**src/rtl/wall_follow_speed_controller_unit_macros.svh**
```systemverilog
// assertion macros for the wall follow speed controller
// expects clk_i and rst_ni in the module that uses them
`ifndef WALL_FOLLOW_SPEED_CONTROLLER_UNIT_MACROS_SVH
`define WALL_FOLLOW_SPEED_CONTROLLER_UNIT_MACROS_SVH

// antecedent holds in the same cycle as the consequent
`define WFSC_IMPLIES(name, ante, cons, msg) \
  name: assert property (@(posedge clk_i) disable iff (!rst_ni) (ante) |-> (cons)) \
    else $error(msg);

// consequent holds in the cycle after the antecedent
`define WFSC_NEXT(name, ante, cons, msg) \
  name: assert property (@(posedge clk_i) disable iff (!rst_ni) (ante) |=> (cons)) \
    else $error(msg);

`endif

```
**src/rtl/wfsc_pkg.sv**
```systemverilog
// shared types and constants for the wall follow speed controller
// no dependencies
package wfsc_pkg;

  localparam int unsigned ECHO_BITS_DEF   = 15;
  localparam int unsigned SPEED_BITS_DEF  = 8;
  localparam int unsigned QUEUE_DEPTH_DEF = 2;

  localparam int unsigned GAIN_BITS = 16;
  localparam int unsigned BASE_BITS = 7;
  localparam int unsigned FRAC_BITS = 16;
  localparam int unsigned IDX_BITS  = 3;

  localparam int unsigned TARGET_RST     = 720;
  localparam int unsigned BASE_RST       = 17;
  localparam int unsigned LIMIT_RST      = 30;
  localparam int unsigned GAIN_RST       = 459;
  localparam int unsigned FRONT_OPEN_RST = 8000;
  localparam int unsigned RIGHT_OPEN_RST = 7000;

  typedef enum logic [IDX_BITS-1:0] {
    CFG_TARGET     = 3'd0,
    CFG_BASE       = 3'd1,
    CFG_LIMIT      = 3'd2,
    CFG_GAIN       = 3'd3,
    CFG_FRONT_OPEN = 3'd4,
    CFG_RIGHT_OPEN = 3'd5
  } cfg_idx_e;

  // classification made at the input side for each transaction
  typedef struct packed {
    logic ended;    // run is over, result is zero speeds with finished
    logic near;     // front wall closer than 1.3 x target
    logic backup;   // front wall not farther than 0.7 x target
  } cls_t;

endpackage

```
**src/rtl/wfsc_front.sv**
```systemverilog
// input side: run-over tracking, front wall classification, gain x error product
// depends on wfsc_pkg
module wfsc_front
  import wfsc_pkg::*;
#(
  parameter int unsigned ECHO_BITS = ECHO_BITS_DEF
) (
  input  logic                               clk_i,
  input  logic                               rst_ni,
  input  logic                               accept_i,
  input  logic [ECHO_BITS-1:0]               right_echo_i,
  input  logic [ECHO_BITS-1:0]               front_echo_i,
  input  logic                               timer_expired_i,
  input  logic                               halt_request_i,
  input  logic [ECHO_BITS-1:0]               target_i,
  input  logic [ECHO_BITS-1:0]               front_open_i,
  input  logic [ECHO_BITS-1:0]               right_open_i,
  input  logic [GAIN_BITS-1:0]               gain_i,
  output cls_t                               cls_o,
  output logic signed [ECHO_BITS+GAIN_BITS:0] corr_o
);

  localparam int unsigned CW = ECHO_BITS + GAIN_BITS + 1;
  localparam int unsigned MW = ECHO_BITS + 4;

  logic                  run_over_q, run_over_d;
  logic                  ended;
  logic [MW-1:0]         front_x10, target_x13, target_x7;
  logic signed [ECHO_BITS:0] err;
  logic signed [CW-1:0]  gain_ext, err_ext;

  assign ended = run_over_q | halt_request_i |
                 (timer_expired_i & ((right_echo_i > right_open_i) |
                                     (front_echo_i > front_open_i)));

  assign run_over_d = run_over_q | (accept_i & ended);

  always_ff @(posedge clk_i or negedge rst_ni) begin
    if (!rst_ni) begin
      run_over_q <= 1'b0;
    end else begin
      run_over_q <= run_over_d;
    end
  end

  assign front_x10  = MW'(front_echo_i) * MW'(10);
  assign target_x13 = MW'(target_i) * MW'(13);
  assign target_x7  = MW'(target_i) * MW'(7);

  assign cls_o.ended  = ended;
  assign cls_o.near   = front_x10 < target_x13;
  assign cls_o.backup = !(front_x10 > target_x7);

  assign err      = $signed({1'b0, target_i}) - $signed({1'b0, right_echo_i});
  assign gain_ext = {{ECHO_BITS{1'b0}}, 1'b0, gain_i};
  assign err_ext  = {{GAIN_BITS{err[ECHO_BITS]}}, err};
  assign corr_o   = gain_ext * err_ext;

endmodule

```
**src/rtl/wfsc_fifo.sv**
```systemverilog
// small register queue between the input side and the speed stage
// depends on wfsc_pkg
module wfsc_fifo
  import wfsc_pkg::*;
#(
  parameter int unsigned WIDTH = 8,
  parameter int unsigned DEPTH = QUEUE_DEPTH_DEF
) (
  input  logic             clk_i,
  input  logic             rst_ni,
  input  logic             wr_i,
  input  logic [WIDTH-1:0] wdata_i,
  input  logic             rd_i,
  output logic [WIDTH-1:0] rdata_o,
  output logic             full_o,
  output logic             empty_o
);

  localparam int unsigned PW = $clog2(DEPTH);
  localparam int unsigned NW = $clog2(DEPTH + 1);

  logic [WIDTH-1:0] mem_q [DEPTH];
  logic [PW-1:0]    wr_ptr_q, wr_ptr_d, rd_ptr_q, rd_ptr_d;
  logic [NW-1:0]    count_q, count_d;
  logic             do_wr, do_rd;

  assign full_o  = count_q == NW'(DEPTH);
  assign empty_o = count_q == '0;
  assign do_wr   = wr_i & !full_o;
  assign do_rd   = rd_i & !empty_o;
  assign rdata_o = mem_q[rd_ptr_q];

  always_comb begin
    wr_ptr_d = wr_ptr_q;
    rd_ptr_d = rd_ptr_q;
    count_d  = count_q;
    if (do_wr) begin
      wr_ptr_d = (wr_ptr_q == PW'(DEPTH - 1)) ? '0 : wr_ptr_q + PW'(1);
    end
    if (do_rd) begin
      rd_ptr_d = (rd_ptr_q == PW'(DEPTH - 1)) ? '0 : rd_ptr_q + PW'(1);
    end
    if (do_wr && !do_rd) begin
      count_d = count_q + NW'(1);
    end else if (do_rd && !do_wr) begin
      count_d = count_q - NW'(1);
    end
  end

  always_ff @(posedge clk_i or negedge rst_ni) begin
    if (!rst_ni) begin
      wr_ptr_q <= '0;
      rd_ptr_q <= '0;
      count_q  <= '0;
    end else begin
      wr_ptr_q <= wr_ptr_d;
      rd_ptr_q <= rd_ptr_d;
      count_q  <= count_d;
    end
  end

  always_ff @(posedge clk_i) begin
    if (do_wr) begin
      mem_q[wr_ptr_q] <= wdata_i;
    end
  end

endmodule

```
**src/rtl/wfsc_back.sv**
```systemverilog
// speed stage: truncation, front wall override, clamps, imbalance halving,
// output register; depends on wfsc_pkg and the macro header
`include "wall_follow_speed_controller_unit_macros.svh"
module wfsc_back
  import wfsc_pkg::*;
#(
  parameter int unsigned ECHO_BITS  = ECHO_BITS_DEF,
  parameter int unsigned SPEED_BITS = SPEED_BITS_DEF
) (
  input  logic                                clk_i,
  input  logic                                rst_ni,
  input  logic                                in_valid_i,
  input  cls_t                                cls_i,
  input  logic signed [ECHO_BITS+GAIN_BITS:0] corr_i,
  input  logic [BASE_BITS-1:0]                base_i,
  input  logic [BASE_BITS-1:0]                limit_i,
  output logic                                take_o,
  input  logic                                pop_i,
  output logic                                empty_o,
  output logic signed [SPEED_BITS-1:0]        left_speed_o,
  output logic signed [SPEED_BITS-1:0]        right_speed_o,
  output logic                                finished_o
);

  localparam int unsigned CW = ECHO_BITS + GAIN_BITS + 1;
  localparam int unsigned W  = CW + 1;
  localparam int unsigned TW = W - FRAC_BITS;
  localparam int unsigned XW = SPEED_BITS + 9;

  // rounds a Q16 value toward zero
  function automatic logic signed [TW-1:0] trunc0(input logic signed [W-1:0] s);
    logic signed [TW-1:0] q;
    logic                 fix;
    q   = s[W-1:FRAC_BITS];
    fix = s[W-1] & (|s[FRAC_BITS-1:0]);
    return q + TW'(fix);
  endfunction

  function automatic logic signed [8:0] halve0(input logic signed [8:0] v);
    logic signed [8:0] t;
    t = v + 9'(v[8]);
    return t >>> 1;
  endfunction

  function automatic logic [SPEED_BITS-1:0] sat(input logic signed [8:0] v);
    logic signed [XW-1:0] x, mx, mn;
    x  = {{SPEED_BITS{v[8]}}, v};
    mx = {{10{1'b0}}, {(SPEED_BITS-1){1'b1}}};
    mn = {{10{1'b1}}, {(SPEED_BITS-1){1'b0}}};
    if (x > mx) begin
      x = mx;
    end else if (x < mn) begin
      x = mn;
    end
    return x[SPEED_BITS-1:0];
  endfunction

  logic signed [W-1:0]  base_ext, corr_ext, sum_r, sum_l;
  logic signed [TW-1:0] lim_ext, r_raw, l_raw, r_c, l_c;
  logic [8:0]           base_x3;
  logic signed [8:0]    r9, l9, r_h, l_h;
  logic signed [9:0]    diff;
  logic [9:0]           diff_abs;
  logic                 halve;
  logic [SPEED_BITS-1:0] left_d, right_d;

  logic                  out_valid_q, out_valid_d;
  logic [SPEED_BITS-1:0] left_q, right_q;
  logic                  finished_q;

  assign base_ext = {{(W-BASE_BITS-FRAC_BITS){1'b0}}, base_i, {FRAC_BITS{1'b0}}};
  assign corr_ext = {corr_i[CW-1], corr_i};
  assign sum_r    = base_ext + corr_ext;
  assign sum_l    = base_ext - corr_ext;
  assign base_x3  = 9'(base_i) * 9'd3;
  assign lim_ext  = {{(TW-BASE_BITS){1'b0}}, limit_i};

  always_comb begin
    if (cls_i.near) begin
      r_raw = TW'(base_x3 >> 2);
      l_raw = cls_i.backup ? -TW'(8) : TW'(1);
    end else begin
      r_raw = trunc0(sum_r);
      l_raw = trunc0(sum_l);
    end

    if (r_raw > lim_ext) begin
      r_c = lim_ext;
    end else if (r_raw < 0) begin
      r_c = '0;
    end else begin
      r_c = r_raw;
    end

    if (l_raw > lim_ext) begin
      l_c = lim_ext;
    end else if (l_raw < -TW'(7)) begin
      l_c = -TW'(7);
    end else begin
      l_c = l_raw;
    end
  end

  // after clamping both speeds lie in -7..127
  assign r9       = r_c[8:0];
  assign l9       = l_c[8:0];
  assign diff     = 10'(l9) - 10'(r9);
  assign diff_abs = diff[9] ? 10'(-diff) : 10'(diff);
  assign halve    = {diff_abs, 1'b0} > 11'(base_x3);
  assign r_h      = halve ? halve0(r9) : r9;
  assign l_h      = halve ? halve0(l9) : l9;
  assign left_d   = cls_i.ended ? '0 : sat(l_h);
  assign right_d  = cls_i.ended ? '0 : sat(r_h);

  assign take_o      = in_valid_i & (!out_valid_q | pop_i);
  assign out_valid_d = take_o | (out_valid_q & !pop_i);

  always_ff @(posedge clk_i or negedge rst_ni) begin
    if (!rst_ni) begin
      out_valid_q <= 1'b0;
    end else begin
      out_valid_q <= out_valid_d;
    end
  end

  always_ff @(posedge clk_i) begin
    if (take_o) begin
      left_q     <= left_d;
      right_q    <= right_d;
      finished_q <= cls_i.ended;
    end
  end

  assign empty_o       = !out_valid_q;
  assign left_speed_o  = left_q;
  assign right_speed_o = right_q;
  assign finished_o    = finished_q;

  `WFSC_IMPLIES(a_finished_zero, out_valid_q && finished_q, left_q == '0 && right_q == '0, "finished result with nonzero speed")
  `WFSC_IMPLIES(a_right_nonneg, out_valid_q && !finished_q, !right_q[SPEED_BITS-1], "negative right speed")
  `WFSC_NEXT(a_take_holds, take_o, out_valid_q, "taken transaction not presented")

endmodule

```
**src/rtl/wall_follow_speed_controller_unit.sv**
```systemverilog
// top level of the wall follow speed controller: config registers and the
// front / queue / speed stage chain; depends on wfsc_pkg, wfsc_front, wfsc_fifo, wfsc_back
//
// One result per sensor transaction; one transaction per clock while the queue is not full.
// A pushed transaction is classified and its gain x error product formed in
// the input stage, which writes straight into a QUEUE_DEPTH entry queue; the
// speed stage turns the queue head into a registered result, so a result
// passes through the queue entry and then the output register to the ports.
// The input multiplier and the add / clamp / halve path of the speed stage
// set the clock period.
// Config writes take effect on the next edge and must be done while idle.
// QUEUE_DEPTH must be 2 or more; the block itself does not check it.
module wall_follow_speed_controller_unit
  import wfsc_pkg::*;
#(
  parameter int unsigned ECHO_BITS   = ECHO_BITS_DEF,
  parameter int unsigned SPEED_BITS  = SPEED_BITS_DEF,
  parameter int unsigned QUEUE_DEPTH = QUEUE_DEPTH_DEF,
  parameter int unsigned CFG_W       = (ECHO_BITS > GAIN_BITS) ? ECHO_BITS : GAIN_BITS
) (
  input  logic                         clk_i,
  input  logic                         rst_ni,
  input  logic                         cfg_we_i,
  input  logic [IDX_BITS-1:0]          cfg_idx_i,
  input  logic [CFG_W-1:0]             cfg_wdata_i,
  input  logic                         push,
  output logic                         full,
  input  logic [ECHO_BITS-1:0]         right_echo_i,
  input  logic [ECHO_BITS-1:0]         front_echo_i,
  input  logic                         timer_expired_i,
  input  logic                         halt_request_i,
  output logic                         empty,
  input  logic                         pop,
  output logic signed [SPEED_BITS-1:0] left_speed_o,
  output logic signed [SPEED_BITS-1:0] right_speed_o,
  output logic                         finished_o
);

  localparam int unsigned CW = ECHO_BITS + GAIN_BITS + 1;
  localparam int unsigned QW = $bits(cls_t) + CW;

  logic [ECHO_BITS-1:0] target_q, front_open_q, right_open_q;
  logic [BASE_BITS-1:0] base_q, limit_q;
  logic [GAIN_BITS-1:0] gain_q;

  logic                 accept;
  cls_t                 front_cls, back_cls;
  logic signed [CW-1:0] front_corr, back_corr;
  logic [QW-1:0]        q_wdata, q_rdata;
  logic                 q_empty, q_rd;

  always_ff @(posedge clk_i or negedge rst_ni) begin
    if (!rst_ni) begin
      target_q     <= ECHO_BITS'(TARGET_RST);
      base_q       <= BASE_BITS'(BASE_RST);
      limit_q      <= BASE_BITS'(LIMIT_RST);
      gain_q       <= GAIN_BITS'(GAIN_RST);
      front_open_q <= ECHO_BITS'(FRONT_OPEN_RST);
      right_open_q <= ECHO_BITS'(RIGHT_OPEN_RST);
    end else if (cfg_we_i) begin
      unique case (cfg_idx_e'(cfg_idx_i))
        CFG_TARGET:     target_q     <= cfg_wdata_i[ECHO_BITS-1:0];
        CFG_BASE:       base_q       <= cfg_wdata_i[BASE_BITS-1:0];
        CFG_LIMIT:      limit_q      <= cfg_wdata_i[BASE_BITS-1:0];
        CFG_GAIN:       gain_q       <= cfg_wdata_i[GAIN_BITS-1:0];
        CFG_FRONT_OPEN: front_open_q <= cfg_wdata_i[ECHO_BITS-1:0];
        CFG_RIGHT_OPEN: right_open_q <= cfg_wdata_i[ECHO_BITS-1:0];
        default: ;
      endcase
    end
  end

  assign accept = push & !full;

  wfsc_front #(
    .ECHO_BITS(ECHO_BITS)
  ) u_front (
    .clk_i           (clk_i),
    .rst_ni          (rst_ni),
    .accept_i        (accept),
    .right_echo_i    (right_echo_i),
    .front_echo_i    (front_echo_i),
    .timer_expired_i (timer_expired_i),
    .halt_request_i  (halt_request_i),
    .target_i        (target_q),
    .front_open_i    (front_open_q),
    .right_open_i    (right_open_q),
    .gain_i          (gain_q),
    .cls_o           (front_cls),
    .corr_o          (front_corr)
  );

  assign q_wdata = {front_cls, front_corr};

  wfsc_fifo #(
    .WIDTH(QW),
    .DEPTH(QUEUE_DEPTH)
  ) u_fifo (
    .clk_i   (clk_i),
    .rst_ni  (rst_ni),
    .wr_i    (push),
    .wdata_i (q_wdata),
    .rd_i    (q_rd),
    .rdata_o (q_rdata),
    .full_o  (full),
    .empty_o (q_empty)
  );

  assign back_cls  = cls_t'(q_rdata[QW-1:CW]);
  assign back_corr = q_rdata[CW-1:0];

  wfsc_back #(
    .ECHO_BITS (ECHO_BITS),
    .SPEED_BITS(SPEED_BITS)
  ) u_back (
    .clk_i         (clk_i),
    .rst_ni        (rst_ni),
    .in_valid_i    (!q_empty),
    .cls_i         (back_cls),
    .corr_i        (back_corr),
    .base_i        (base_q),
    .limit_i       (limit_q),
    .take_o        (q_rd),
    .pop_i         (pop),
    .empty_o       (empty),
    .left_speed_o  (left_speed_o),
    .right_speed_o (right_speed_o),
    .finished_o    (finished_o)
  );

endmodule
```
**config.mk**
```make
export PLATFORM = sky130hd
export DESIGN_NAME = wall_follow_speed_controller_unit
export DESIGN_NICKNAME = d
export VERILOG_FILES = /design/src/rtl/wfsc_pkg.sv /design/src/rtl/wfsc_front.sv /design/src/rtl/wfsc_fifo.sv /design/src/rtl/wfsc_back.sv /design/src/rtl/wall_follow_speed_controller_unit.sv
export VERILOG_INCLUDE_DIRS = /design/src /design/src/rtl
export SDC_FILE = /design/constraint.sdc
export NUM_CORES = 1
export LEC_CHECK = 0
export BUFFER_PORTS_ARGS = -buffer_cell sky130_fd_sc_hd__buf_2
export CAP_MARGIN = 10
export CORE_MARGIN = 3
export CORE_UTILIZATION = 40
export CTS_BUF_LIST = sky130_fd_sc_hd__clkbuf_16
export CTS_CLUSTER_DIAMETER = 50
export CTS_CLUSTER_SIZE = 25
export DETAILED_ROUTE_END_ITERATION = 6
export SYNTH_ARGS = -nofsm -noshare
export SYNTH_HDL_FRONTEND = slang
export SYNTH_HIERARCHICAL = 1
export SYNTH_SLANG_ARGS = --single-unit
```
**constraint.sdc**
```tcl
create_clock -name clk_i -period 15 [get_ports clk_i]
set_input_delay 0.75 -clock clk_i [delete_from_list [all_inputs] [get_ports clk_i]]
set_output_delay 0.75 -clock clk_i [all_outputs]
set_load 0.005 [all_outputs]
```
=== Word level (Yosys, flattened, before mapping) ===
Memories as Yosys holds them, arrays and structs flattened.
Cells that the tools add are included.

* Add/subtract/negate cells: 13
* Multipliers: 5
* $lt $le $gt $ge: 13
* Equality and inequality tests: 6
* Multiplexer cells: 20
* Bitwise logic cells: 14
* Reductions and logical operators: 22

{| class="wikitable"
|+ Operators with widths
! cell !! number
|-
| two-way mux 9 bit || 6
|-
| two-way mux 17 bit || 3
|-
| multiplier 15 x 3 -> 18 bit, second input constant || 2
|-
| adder 17 x 1 -> 17 bit || 2
|-
| greater-than comparator 17 x 8 -> 1 bit || 2
|-
| adder 24 x 32 -> 33 bit || 1
|-
| subtractor 24 x 32 -> 33 bit || 1
|-
| multiplier 17 x 16 -> 32 bit || 1
|-
| OR reduction 16 bit || 2
|-
| greater-than comparator 15 bit || 2
|-
| greater-than comparator 19 x 18 -> 1 bit || 1
|-
| less-than comparator 19 bit || 1
|-
| multiplier 15 x 4 -> 19 bit, second input constant || 1
|-
| adder 9 x 1 -> 9 bit || 2
|-
| greater-than comparator 9 x 8 -> 1 bit, second input constant || 2
|-
| less-than comparator 9 x 8 -> 1 bit, second input constant || 2
|-
| less-than comparator 17 x 1 -> 1 bit, second input constant || 1
|-
| less-than comparator 17 x 4 -> 1 bit, second input constant || 1
|-
| two-way mux 8 bit || 2
|-
| subtractor 15 x 15 -> 16 bit || 1
|-
| two-way mux 7 bit || 2
|-
| AND reduction 2 bit || 6
|-
| greater-than comparator 11 x 9 -> 1 bit || 1
|-
| two-way mux 10 bit || 1
|-
| 20 further kinds || 47
|}

* Bits in registers: 98
* Bits in writable memories: 70
* Bits of input ports: 56
* Output and inout bits: 19
* Memories: 1

{| class="wikitable"
|+ Memories
! name !! words !! width !! read ports !! clocked after memory_dff !! write ports !! line !! source
|-
| u_fifo.mem_q || 2 || 35 || 1 || 0 || 1 || wfsc_fifo.sv:22 || <nowiki>logic [WIDTH-1:0] mem_q [DEPTH];</nowiki>
|}

=== Longest topological paths before layout ===
Gate-level depths: netlist of run 1.
An unclocked memory read counts as a cell.

* Word-level depth: 17
* Gate-level depth with buffers: 56
* Gate-level depth less buffers: 51

=== Modules after synthesis ===
The synthesis of run 1 kept the hierarchy.

{| class="wikitable"
|+ By module, submodules not included
! module !! times used !! cells an instance !! area each (um^2) !! sequential area each (um^2)
|-
| wfsc_front || 1 || 1692 || 14142.3 || 25.0
|-
| wfsc_back || 1 || 690 || 5089.9 || 535.5
|-
| wall_follow_speed_controller_unit || 1 || 166 || 2996.6 || 1913.1
|-
| wfsc_fifo || 1 || 128 || 2872.8 || 2202.1
|}

=== Worst setup path after synthesis of run 1 ===
OpenSTA, ideal clock, no wires.

* Kind: reg-to-reg
* Start: register u_fifo.rd_ptr_q
* End: register u_back.right_q[5], in the netlist u_back/right_speed_o[5] (data pin)
* Data arrival time: 10123 ps
* Data required time: 14736 ps
* Slack: 4613 ps
* Stages on the path, launching flop included: 52
* Buffers on the path: 4
* Cells stage by stage: dfrtp_1 buf_6 buf_12 mux2_4 inv_1 ha_1 buf_2 a21o_1 a211oi_2 o21a_1 a21boi_1 nand2_1 nor2_1 nor3_1 ha_1 ha_1 nand2b_1 o311ai_0 [16 not listed] o21a_1 o21ai_0 a31oi_1 mux2_2 ha_1 o21a_1 o21a_1 o21ai_0 nand2b_1 a21oi_1 nor2b_1 o21ai_0 a21oi_1 a31oi_1 clkbuf_1 mux2i_1 mux2i_1 o32ai_1

{| class="wikitable"
|+ RTL lines
! element !! line !! source
|-
| start: declaration || wfsc_fifo.sv:23 || <nowiki>logic [PW-1:0] wr_ptr_q, wr_ptr_d, rd_ptr_q, rd_ptr_d;</nowiki>
|-
| start signal: assignment || wfsc_fifo.sv:57 || <nowiki>rd_ptr_q <= rd_ptr_d;</nowiki>
|-
| memory (2 x 35 bit) * || - ||
|-
| via q_rdata[20] || wall_follow_speed_controller_unit.sv:49 || <nowiki>logic [QW-1:0] q_wdata, q_rdata;</nowiki>
|-
| subtractor 24 x 32 -> 33 bit / adder 24 x 32 -> 33 bit (equally long branches) || wfsc_back.sv:74, wfsc_back.sv:73 ||
|-
| bitwise AND 1 bit || wfsc_back.sv:35 || <nowiki>fix = s[W-1] & (|s[FRAC_BITS-1:0]);</nowiki>
|-
| adder 17 x 1 -> 17 bit || wfsc_back.sv:36 || <nowiki>return q + TW'(fix);</nowiki>
|-
| two-way mux 17 bit || wfsc_back.sv:79 || <nowiki>if (cls_i.near) begin</nowiki>
|-
| less-than comparator 17 x 4 -> 1 bit / less-than comparator 17 x 1 -> 1 bit (equally long branches) || wfsc_back.sv:97, wfsc_back.sv:89 ||
|-
| two-way mux 9 bit, on equally long branches || wfsc_back.sv:97, wfsc_back.sv:89 ||
|-
| two-way mux 9 bit, on equally long branches || wfsc_back.sv:95, wfsc_back.sv:87 ||
|-
| subtractor 9 x 9 -> 10 bit || wfsc_back.sv:107 || <nowiki>assign diff = 10'(l9) - 10'(r9);</nowiki>
|-
| negation 10 bit || wfsc_back.sv:108 || <nowiki>assign diff_abs = diff[9] ? 10'(-diff) : 10'(diff);</nowiki>
|-
| two-way mux 10 bit || wfsc_back.sv:108 ||
|-
| greater-than comparator 11 x 9 -> 1 bit || wfsc_back.sv:109 || <nowiki>assign halve = {diff_abs, 1'b0} > 11'(base_x3);</nowiki>
|-
| two-way mux 9 bit * || wfsc_back.sv:110 || <nowiki>assign r_h = halve ? halve0(r9) : r9;</nowiki>
|-
| less-than comparator 9 x 8 -> 1 bit || wfsc_back.sv:52 || <nowiki>end else if (x < mn) begin</nowiki>
|-
| two-way mux 8 bit || wfsc_back.sv:52 ||
|-
| two-way mux 7 bit * || wfsc_back.sv:50 || <nowiki>if (x > mx) begin</nowiki>
|-
| end signal: assignment || wfsc_back.sv:129 || <nowiki>right_q <= right_d;</nowiki>
|-
| end: declaration || wfsc_back.sv:68 || <nowiki>logic [SPEED_BITS-1:0] left_q, right_q;</nowiki>
|}

The timed path passes the listed nets; every way through them passes the cells marked *.
A chain may end at the register's enable or synchronous reset.

=== Worst setup path after layout of run 1 ===
* Start: register u_fifo.rd_ptr_q
* End: register u_back.right_q[1], in the netlist u_back/right_speed_o[1] (data pin)

The elaborated chain is that of the path after synthesis.

==> results of run 1 <==
[area by class of cell]
cell class,count,area (µm²),share of cell area
Timing Repair Buffer,96,538,0.0199
Inverter,434,1630,0.0604
Multi-Input combinational cell,2002,18500,0.685
Sequential cell,168,4680,0.173
Clock inverter,15,184,0.00682
Tap cell,837,1050,0.0388
Clock buffer,17,425,0.0158
[worst max-delay path: cells and delay by family (launching register included)]
family                   cells  cell delay [ns]
AO/OA/AOI/OAI               22             5.24
AND/OR/NAND/NOR             15             2.99
adder cells (fa/ha/maj)      6             1.88
multiplexers                 2             0.81
buffers and inverters        3             0.78
flip-flops                   1             0.71
[stage by stage]
step,instance area (µm²),setup slack (ns),instances,hold WS (ns)
5_1_grt,27000,1.10,3569,0.198
3_3_place_gp,26400,2.76,3537,0.488
4_1_cts,27000,2.37,3569,0.183
3_5_place_dp,26400,2.36,3537,0.493
2_1_floorplan,25100,4.61,2678,0.454
6_report,27000,2.31,3569,0.205
[final timing paths]
kind                                              start                                     to  slack (ns)  cells past startpoint
hold / removal                                   rst_ni           right_open_q[13]$_DFFE_PN0P_        0.21                      1
min in group clk_i         right_open_q[10]$_DFFE_PN0P_           right_open_q[10]$_DFFE_PN0P_        0.51                      1
setup / recovery            u_fifo/rd_ptr_q$_DFFE_PN0P_  u_back/right_speed_o[1]$_SDFFCE_PP0P_        2.31                     48
setup reg to reg            u_fifo/rd_ptr_q$_DFFE_PN0P_  u_back/right_speed_o[1]$_SDFFCE_PP0P_        2.31                     48
max in group asynchronous                        rst_ni            u_fifo/rd_ptr_q$_DFFE_PN0P_       13.70                      2
hold reg to reg            right_open_q[10]$_DFFE_PN0P_           right_open_q[10]$_DFFE_PN0P_        0.51                      1
[metal layers]
metal | part of all wire | routed length (µm)
met1 | 0.46 | 29700
met2 | 0.49 | 31600
met3 | 0.032 | 2100
met4 | 0.022 | 1440
met5 | 0 | 0
[registers in the layout (all words and copies together) (netlist names)]
signal,cells
u_fifo/count_q,2
target_q,15
u_back/left_speed_o,8
base_q,7
u_front/run_over_q,1
u_fifo/rd_ptr_q,1
front_open_q,15
u_back/finished_o,1
limit_q,7
right_open_q,15
u_back/right_speed_o,8
u_back/out_valid_q,1
u_fifo/wr_ptr_q,1
gain_q,16
u_fifo/mem_q,70
[cell usage in the layout (no fill, tap or decap), drive strengths merged, types with 44 or more instances in the layout]
master	count
a21oi	94
inv	440
nand2b	44
ha	332
nand2	208
mux2	119
edfxtp	87
dfrtp	52
o21ai	80
buf	96
and2	95
xnor2	83
nor2	131
fa	226
nor2b	60
[cells by family (layout without fill, tap and decap cells)]
kind of cell	count (synthesis)	count (layout)
buffers and inverters	508	562
AO/OA/AOI/OAI	435	435
XOR/XNOR	121	121
other	2	4
flip-flops	168	168
AND/OR/NAND/NOR	736	736
adder cells (fa/ha/maj)	558	558
multiplexers	148	148
==> results.sh, run 1 <==
export IMPL_drt_initial_drc_count=1125
export IMPL_cp_arrival_ns=12.90
export IMPL_initial_core_util=0.405
export IMPL_grt_first_pass_wirelength_um=106000
export IMPL_syn_to_final_growth_pct=7.50
export IMPL_io_pin_count=75
export IMPL_dr_pass1_iters=7
export IMPL_synthSimpleGateAreaFrac=0.153
export IMPL_numPortBuffers=74
export IMPL_synth_common_cells="inv_1 (432), ha_1 (332), fa_1 (226), nand2_1 (208), nor2_1 (131)"
export IMPL_cts_buffer_depth=2
export IMPL_violations="design-rule violations"
export IMPL_cp_data_required_time_ns=15.21
export IMPL_synthXorXnorAreaFrac=0.0425
export IMPL_dpl_hpwl_um=52100
export IMPL_maxSlewViolCount=0
export IMPL_drt_total_wl_um=64900
export IMPL_gr_usage_met1=0.262
export IMPL_status="complete, but fails checks"
export IMPL_grt_max_degree=56
export IMPL_vias=19100
export IMPL_rows=91
export IMPL_worstSetupStartpointType="flip-flop"
export IMPL_die_area_mm2=0.0658
export IMPL_die_h_um=257
export IMPL_fin_skew_ns=0.0164
export IMPL_cap_violations=0
export IMPL_cts_sinks=168
export IMPL_synth_avg_cell_area_um2=9.38
export IMPL_vias_per_cell=5.35
export IMPL_crit_slowest_cell="dfrtp_2"
export IMPL_clock_latency_ns=0.46
export IMPL_drive_gt1_frac=0.116
export IMPL_ant_nets=0
export IMPL_hold_violations=0
export IMPL_synthMuxAreaShare=0.0723
export IMPL_syn_instance_count=2676
export IMPL_yosys_area_top_type_share=0.180
export IMPL_crit_path_end_kind="flip-flop"
export IMPL_grt_util_met2=0.345
export IMPL_synth_most_common_cell="inv_1"
export IMPL_core_mm2=0.0619
export IMPL_cts_setup_buffers=0
export IMPL_path_common_cell="ha_1"
export IMPL_synthTopCellsByArea="fa_1 (18%), ha_1 (17%), edfxtp_1 (10%)"
export IMPL_synth_edf_count=87
export IMPL_antenna_found_initial=0
export IMPL_drc=1
export IMPL_rsz0062_at_grt="false"
export IMPL_period_share=0.846
export IMPL_ctsHoldBuffers=0
export IMPL_clock_fmax_mhz=78.8
export IMPL_mappedNetlistArea_mm2=0.0251
export IMPL_yosysTopAreaCell="fa_1"
export IMPL_htree_levels=4
export IMPL_grt_pass1_vias=19900
export IMPL_routabilityCongestion=0.932
export IMPL_cts_root_buf="clkbuf_16"
export IMPL_fin_nets=3333
export IMPL_nFillCells=6046
export IMPL_slew_headroom=0.207
export IMPL_min_path_type="in2async"
export IMPL_ys_seq_area_frac=0.186
export IMPL_async_reset_ff_frac=0.482
export IMPL_wl_per_cell_um=18.2
export IMPL_crit_type="reg2reg"
export IMPL_min_period_ns=12.69
export IMPL_yosysWarnings=6
export IMPL_utilization=0.436
export IMPL_synth_top_family_by_area="adder cells"
export IMPL_finalSetupViolCount=0
export IMPL_top_usage_layer="met2"
export IMPL_ctsResizeCount=0
export IMPL_synthFlopType="edfxtp_1"
export IMPL_numCtsBuffers=17
export IMPL_fin_setup_tns_ns=0
export IMPL_use_met3=0.0242
export IMPL_antenna_cells=0
export IMPL_path_max_fanout=25
export IMPL_path_clk_slew_ns=0.08
export IMPL_synth_cell_types=101
export IMPL_cpPeakStageDelay_ns=0.71
export IMPL_grt_usage=0.200
export IMPL_worstMarginPinSlew_ns=1.18
export IMPL_ys_ff_latch=168
export IMPL_yosys_area_share_adder=0.346
export IMPL_synth_compound_area_frac=0.119
export IMPL_fp_dieW_um=257
export IMPL_gr_total_overflow=0
export IMPL_cts_tree="done"
Power of run 1 is left out: the tool's default activity adds up to more than one toggle a clock period on the data nets, which glitch-free logic cannot reach.
==> run 2: changes to the inputs <==
Settings changed: ABC_AREA from default to 1.
Clock period 15 ns to 12.64 ns, I/O delays scaled along.
==> run 2 against run 1 <==
Effect of this change:
- the flow now finishes without violations
- first-iteration DRC count rose by 47%
- via count rose by 19%
- design area rose by 2.8%
- flip-flop and latch count did not move
- die area rose by 3.6%
- largest cell class unchanged
==> results.sh, run 2 <==
export IMPL_status="completed"
export IMPL_path_common_cell="nand2_1"
export IMPL_syn_instance_count=3502
export IMPL_async_reset_ff_frac=0.482
export IMPL_dpl_hpwl_um=61400
export IMPL_synthTopCellsByArea="fa_1 (17%), ha_1 (16%), nand2_1 (13%)"
export IMPL_r2r_setup_slack_ns=3.01
export IMPL_cts_buffer_depth=2
export IMPL_cp_data_required_time_ns=12.80
export IMPL_yosysWarnings=6
export IMPL_cpPeakStageDelay_ns=0.43
export IMPL_numPortBuffers=74
export IMPL_layout_common_cells="nand2_1 (907), inv_1 (606), ha_1 (332)"
export IMPL_grt_max_degree=67
export IMPL_cts_tree="done"
export IMPL_synth_top_family_by_area="adder cells"
export IMPL_yosys_area_top_type_share=0.174
export IMPL_numCtsBuffers=17
export IMPL_grt_usage=0.220
export IMPL_synth_avg_cell_area_um2=7.43
export IMPL_worstMarginPinSlew_ns=1.06
export IMPL_vias=22700
export IMPL_cts_root_buf="clkbuf_16"
export IMPL_synthXorXnorAreaFrac=0.0353
export IMPL_wl_per_cell_um=16.9
export IMPL_synth_most_common_cell="nand2_1"
export IMPL_crit_type="reg2reg"
export IMPL_synthMuxAreaShare=0
export IMPL_rr_worst_depth=65
export IMPL_drc=0
export IMPL_period_share=0.762
export IMPL_setup_slack_ns=3.01
export IMPL_drt_initial_drc_count=1656
export IMPL_fin_cells=4402
export IMPL_fin_setup_tns_ns=0
export IMPL_drt_total_wl_um=74200
export IMPL_core_mm2=0.0638
export IMPL_syn_to_final_growth_pct=6.52
export IMPL_yosys_area_share_adder=0.333
export IMPL_worstSetupStartpointType="flip-flop"
export IMPL_drive_gt1_frac=0.0763
export IMPL_crit_path_end_kind="flip-flop"
export IMPL_hold_violations=0
export IMPL_path_max_fanout=36
export IMPL_die_h_um=261
export IMPL_largest_reg_flops=70
export IMPL_timing_rr_start="u_fifo/rd_ptr_q$_DFFE_PN0P_"
export IMPL_utilization=0.435
export IMPL_synth_common_cells="nand2_1 (907), inv_1 (603), ha_1 (332), nor2_1 (313), nand3_1 (261)"
export IMPL_gr_total_overflow=0
export IMPL_reg_top3="u_fifo/mem_q (70), gain_q (16)"
export IMPL_synth_compound_area_frac=0.0695
export IMPL_dp_cells=4368
export IMPL_dr_pass1_iters=6
export IMPL_r2r_end="u_back/left_speed_o[1]$_SDFFCE_PP0P_"
export IMPL_cts_sinks=168
export IMPL_fin_nets=4155
export IMPL_synth_edf_count=87
export IMPL_cp_arrival_ns=9.80
export IMPL_mostFrequentLayoutCell="nand2_1"
export IMPL_ys_ff_latch=168
export IMPL_grt_first_pass_wirelength_um=119000
export IMPL_top_register="u_fifo/mem_q"
export IMPL_clock_fmax_mhz=104
export IMPL_rows=92
export IMPL_finalSetupViolCount=0
export IMPL_vias_per_cell=5.15
export IMPL_ctsResizeCount=0
export IMPL_antenna_found_initial=4
export IMPL_initial_core_util=0.408
export IMPL_ys_seq_area_frac=0.180
export IMPL_routabilityCongestion=0.969
export IMPL_ctsHoldBuffers=0
export IMPL_path_clk_slew_ns=0.07
export IMPL_place_ws_ns=3.01
export IMPL_rsz0062_at_grt="false"
export IMPL_slew_headroom=0.290
export IMPL_min_period_ns=9.63
export IMPL_maxSlewViolCount=0
export IMPL_ant_nets=0
export IMPL_fp_dieW_um=261
export IMPL_mappedNetlistArea_mm2=0.0260
export IMPL_fin_skew_ns=0.0167
export IMPL_yosysTopAreaCell="fa_1"
export IMPL_cts_setup_buffers=0
export IMPL_cap_violations=0
export IMPL_crit_slowest_cell="ha_1"
export IMPL_io_pin_count=75
export IMPL_synthSimpleGateAreaFrac=0.275
export IMPL_die_area_mm2=0.0682
export IMPL_grt_pass1_vias=22000
export IMPL_htree_levels=4
export IMPL_min_path_type="in2async"
export IMPL_synthFlopType="edfxtp_1"
export IMPL_clock_latency_ns=0.44
export IMPL_synth_cell_types=69
run 2: logic make-up after synthesis:
kind of cell	count (synthesis)
compound gates	315
xor+xnor	96
fa+ha+maj	558
buf+inv	698
flops	168
other cells	2
simple gates	1665
run 2: final cells by class:
cell class,instances,area (µm²)
fill,6662,36000
multi-input combinational,2638,18600
sequential,168,4680
inverter,634,2390
tap,846,1060
timing repair buffer,82,433
clock buffer,17,425
clock inverter,15,153
antenna,2,5.00
run 2: worst max-delay path by stage:
stage,start,depth (start not counted),endpoint
3_3_place_gp,u_fifo/rd_ptr_q$_DFFE_PN0P_,65,u_back/left_speed_o[1]$_SDFFCE_PP0P_
4_1_cts,u_fifo/rd_ptr_q$_DFFE_PN0P_,65,u_back/left_speed_o[1]$_SDFFCE_PP0P_
3_5_place_dp,u_fifo/rd_ptr_q$_DFFE_PN0P_,65,u_back/left_speed_o[1]$_SDFFCE_PP0P_
6_report,u_fifo/rd_ptr_q$_DFFE_PN0P_,65,u_back/left_speed_o[1]$_SDFFCE_PP0P_
2_1_floorplan,u_fifo/rd_ptr_q$_DFFE_PN0P_,65,u_back/left_speed_o[1]$_SDFFCE_PP0P_
5_1_grt,u_fifo/rd_ptr_q$_DFFE_PN0P_,66,u_back/left_speed_o[5]$_SDFFCE_PP0P_
run 2: worst max-delay path: cells and delay by family, from the launching register on:
family	cells	cell delay (ns)
XOR/XNOR	2	0.32
AO/OA/AOI/OAI	16	2.53
adder cells (fa/ha/maj)	6	1.71
buffers and inverters	10	1.48
AND/OR/NAND/NOR	31	2.97
flip-flops	1	0.39
run 2: layer usage:
metal  share of wire  track usage
met5         0.00036            0
met2            0.46        0.364
met1            0.46        0.309
met3           0.054       0.0228
met4           0.023       0.0539
run 2: metrics by stage:
stage	cell area, µm²	hold WS (ns)
finish	27700	0.0516
global route	27700	0.0581
CTS	27700	0.0454
detailed placement	27100	0.455
global placement	27100	0.452
floorplan	26000	0.336
Power of run 2 is left out for the same reason.
==> run 3: changes to the inputs <==
Settings changed: ABC_AREA 1 to 0.
Clock period 12.64 ns to 9.86 ns, I/O delays scaled along.
==> run 3 against run 2 <==
Effect of this change:
- count of clock-buffer cells in the layout unchanged
- clock skew about the same
- design area is 1.1% higher
- flip-flop and latch count unchanged
- final cell count down 17%
- routed wire length fell by 11%
- register-to-register slack got worse by 2.6 ns
- critical path depth fell by 14
- worst setup slack worse by 2.6 ns
- utilization is 1.8 points higher
- highest routed layer is now met4
==> results.sh, run 3 (synthesis gave the netlist of run 1 again) <==
export IMPL_vias_per_cell=5.32
export IMPL_crit_type="reg2reg"
export IMPL_cts_buffer_depth=2
export IMPL_wl_per_cell_um=18.0
export IMPL_cp_arrival_ns=9.62
export IMPL_maxSlewViolCount=0
export IMPL_timing_rr_start="u_fifo/rd_ptr_q$_DFFE_PN0P_"
export IMPL_dp_cells=3605
export IMPL_grt_first_pass_wirelength_um=106000
export IMPL_crit_slowest_cell="or4_4"
export IMPL_layout_common_cells="inv_1 (430), ha_1 (322), fa_1 (225)"
export IMPL_clock_latency_ns=0.47
export IMPL_initial_core_util=0.405
export IMPL_numCtsBuffers=17
export IMPL_utilization=0.452
export IMPL_worstSetupStartpointType="flip-flop"
export IMPL_die_area_mm2=0.0658
export IMPL_gr_total_overflow=0
export IMPL_status="completed"
export IMPL_grt_usage=0.200
export IMPL_cp_data_required_time_ns=10.07
export IMPL_fin_nets=3418
export IMPL_path_common_cell="o21a_1"
export IMPL_cap_violations=0
export IMPL_cpPeakStageDelay_ns=0.55
export IMPL_fp_dieW_um=257
export IMPL_min_from="cfg_wdata_i[15]"
export IMPL_path_max_fanout=7
export IMPL_dpl_hpwl_um=53400
export IMPL_hold_violations=0
export IMPL_drt_total_wl_um=65800
export IMPL_ant_nets=0
export IMPL_crit_path_end_kind="flip-flop"
export IMPL_numPortBuffers=74
export IMPL_grt_max_degree=58
export IMPL_rows=91
export IMPL_drc=0
export IMPL_antenna_cells=0
export IMPL_min_path_type="in2reg"
export IMPL_drive_gt1_frac=0.162
export IMPL_drt_initial_drc_count=1141
export IMPL_reg_top3="u_fifo/mem_q (70), gain_q (16)"
export IMPL_antenna_found_initial=0
export IMPL_vias=19400
export IMPL_clock_fmax_mhz=106
export IMPL_largest_reg_flops=70
export IMPL_htree_levels=4
export IMPL_finalSetupViolCount=0
export IMPL_routabilityCongestion=0.919
export IMPL_syn_to_final_growth_pct=11.6
export IMPL_cts_tree="done"
export IMPL_core_mm2=0.0619
export IMPL_grt_pass1_vias=19900
export IMPL_fin_setup_tns_ns=0
export IMPL_io_pin_count=75
export IMPL_cts_sinks=168
export IMPL_slew_headroom=0.195
export IMPL_mostFrequentLayoutCell="inv_1"
export IMPL_cts_root_buf="clkbuf_16"
export IMPL_period_share=0.955
export IMPL_dr_pass1_iters=5
export IMPL_die_h_um=257
export IMPL_fin_skew_ns=0.0164
export IMPL_top_register="u_fifo/mem_q"
export IMPL_path_clk_slew_ns=0.07
export IMPL_startpoint="u_fifo/rd_ptr_q$_DFFE_PN0P_"
export IMPL_worstMarginPinSlew_ns=1.20
export IMPL_min_period_ns=9.41
export IMPL_fin_cells=3654
run 3: changes by cell type in the layout (fill, tap and decap cells not counted), moves of 31 or more:
cell / delta
and2_1: +92
nand3_1: -222
nand2b_1: +42
o21a_1: +31
nor2b_1: +59
mux2_2: +66
nor2_1: -185
xnor2_1: +50
buf_4: +90
mux2_4: +53
nand2_2: -32
inv_1: -176
a21oi_1: -58
nand2_1: -700
run 3: critical path, delay by kind of cell (launching register included):
kind,cells,cell delay (ns)
buffers and inverters,4,0.44
adders and majority gates,5,1.20
muxes,5,1.12
and+or+nand+nor,11,1.46
DFF,1,0.51
AOI/OAI and AO/OA,26,4.39
run 3: cell type report:
cell class,instances,area (µm²)
fill,5941,33900
inverter,434,1630
sequential,168,4680
tap,837,1050
multi-input combinational,2002,18800
clock inverter,15,190
timing repair buffer,181,1230
clock buffer,17,425
run 3: what timing repair did:
| action | in CTS | in global routing |
|---|---|---|
| hold buffers | 1 | 0 |
| gates cloned | 0 | 0 |
| endpoints found under the hold margin | 16 | 0 |
| pin swaps | 0 | 38 |
| buffers inserted | 0 | 16 |
| gates resized for setup | 5 | 80 |
| setup endpoints to repair | 8 | 15 |
run 3: final timing paths:
kind,end,slack (ns),cells past startpoint
max,u_back/right_speed_o[5]$_SDFFCE_PP0P_,0.45,51
min,gain_q[15]$_DFFE_PN0P_,0.26,2
max reg2reg,u_back/right_speed_o[5]$_SDFFCE_PP0P_,0.45,51
min reg2reg,right_open_q[10]$_DFFE_PN0P_,0.51,1
max in group asynchronous,u_fifo/rd_ptr_q$_DFFE_PN0P_,8.29,3
min in group asynchronous,target_q[11]$_DFFE_PN0P_,0.46,2
run 3: stage by stage:
stage	cell area, µm²	setup slack (ns)	hold WS, ns
final	28000	0.446	0.262
after global routing	28000	-0.103	0.255
after CTS	27600	0.0273	0.236
after detailed placement	26900	-0.0950	0.410
after global placement	26900	0.115	0.406
after floorplan	25200	0.00354	0.197
run 3: per-layer routing:
layer,track usage,part of all wire,vias up,wire (µm)
li1,-,-,9303,-
met1,0.263,0.45,9569,29400
met2,0.345,0.49,489,32000
met3,0.0319,0.048,73,3160
met4,0.0510,0.019,0,1240
met5,0,0,-,0
Power of run 3 is left out for the same reason.
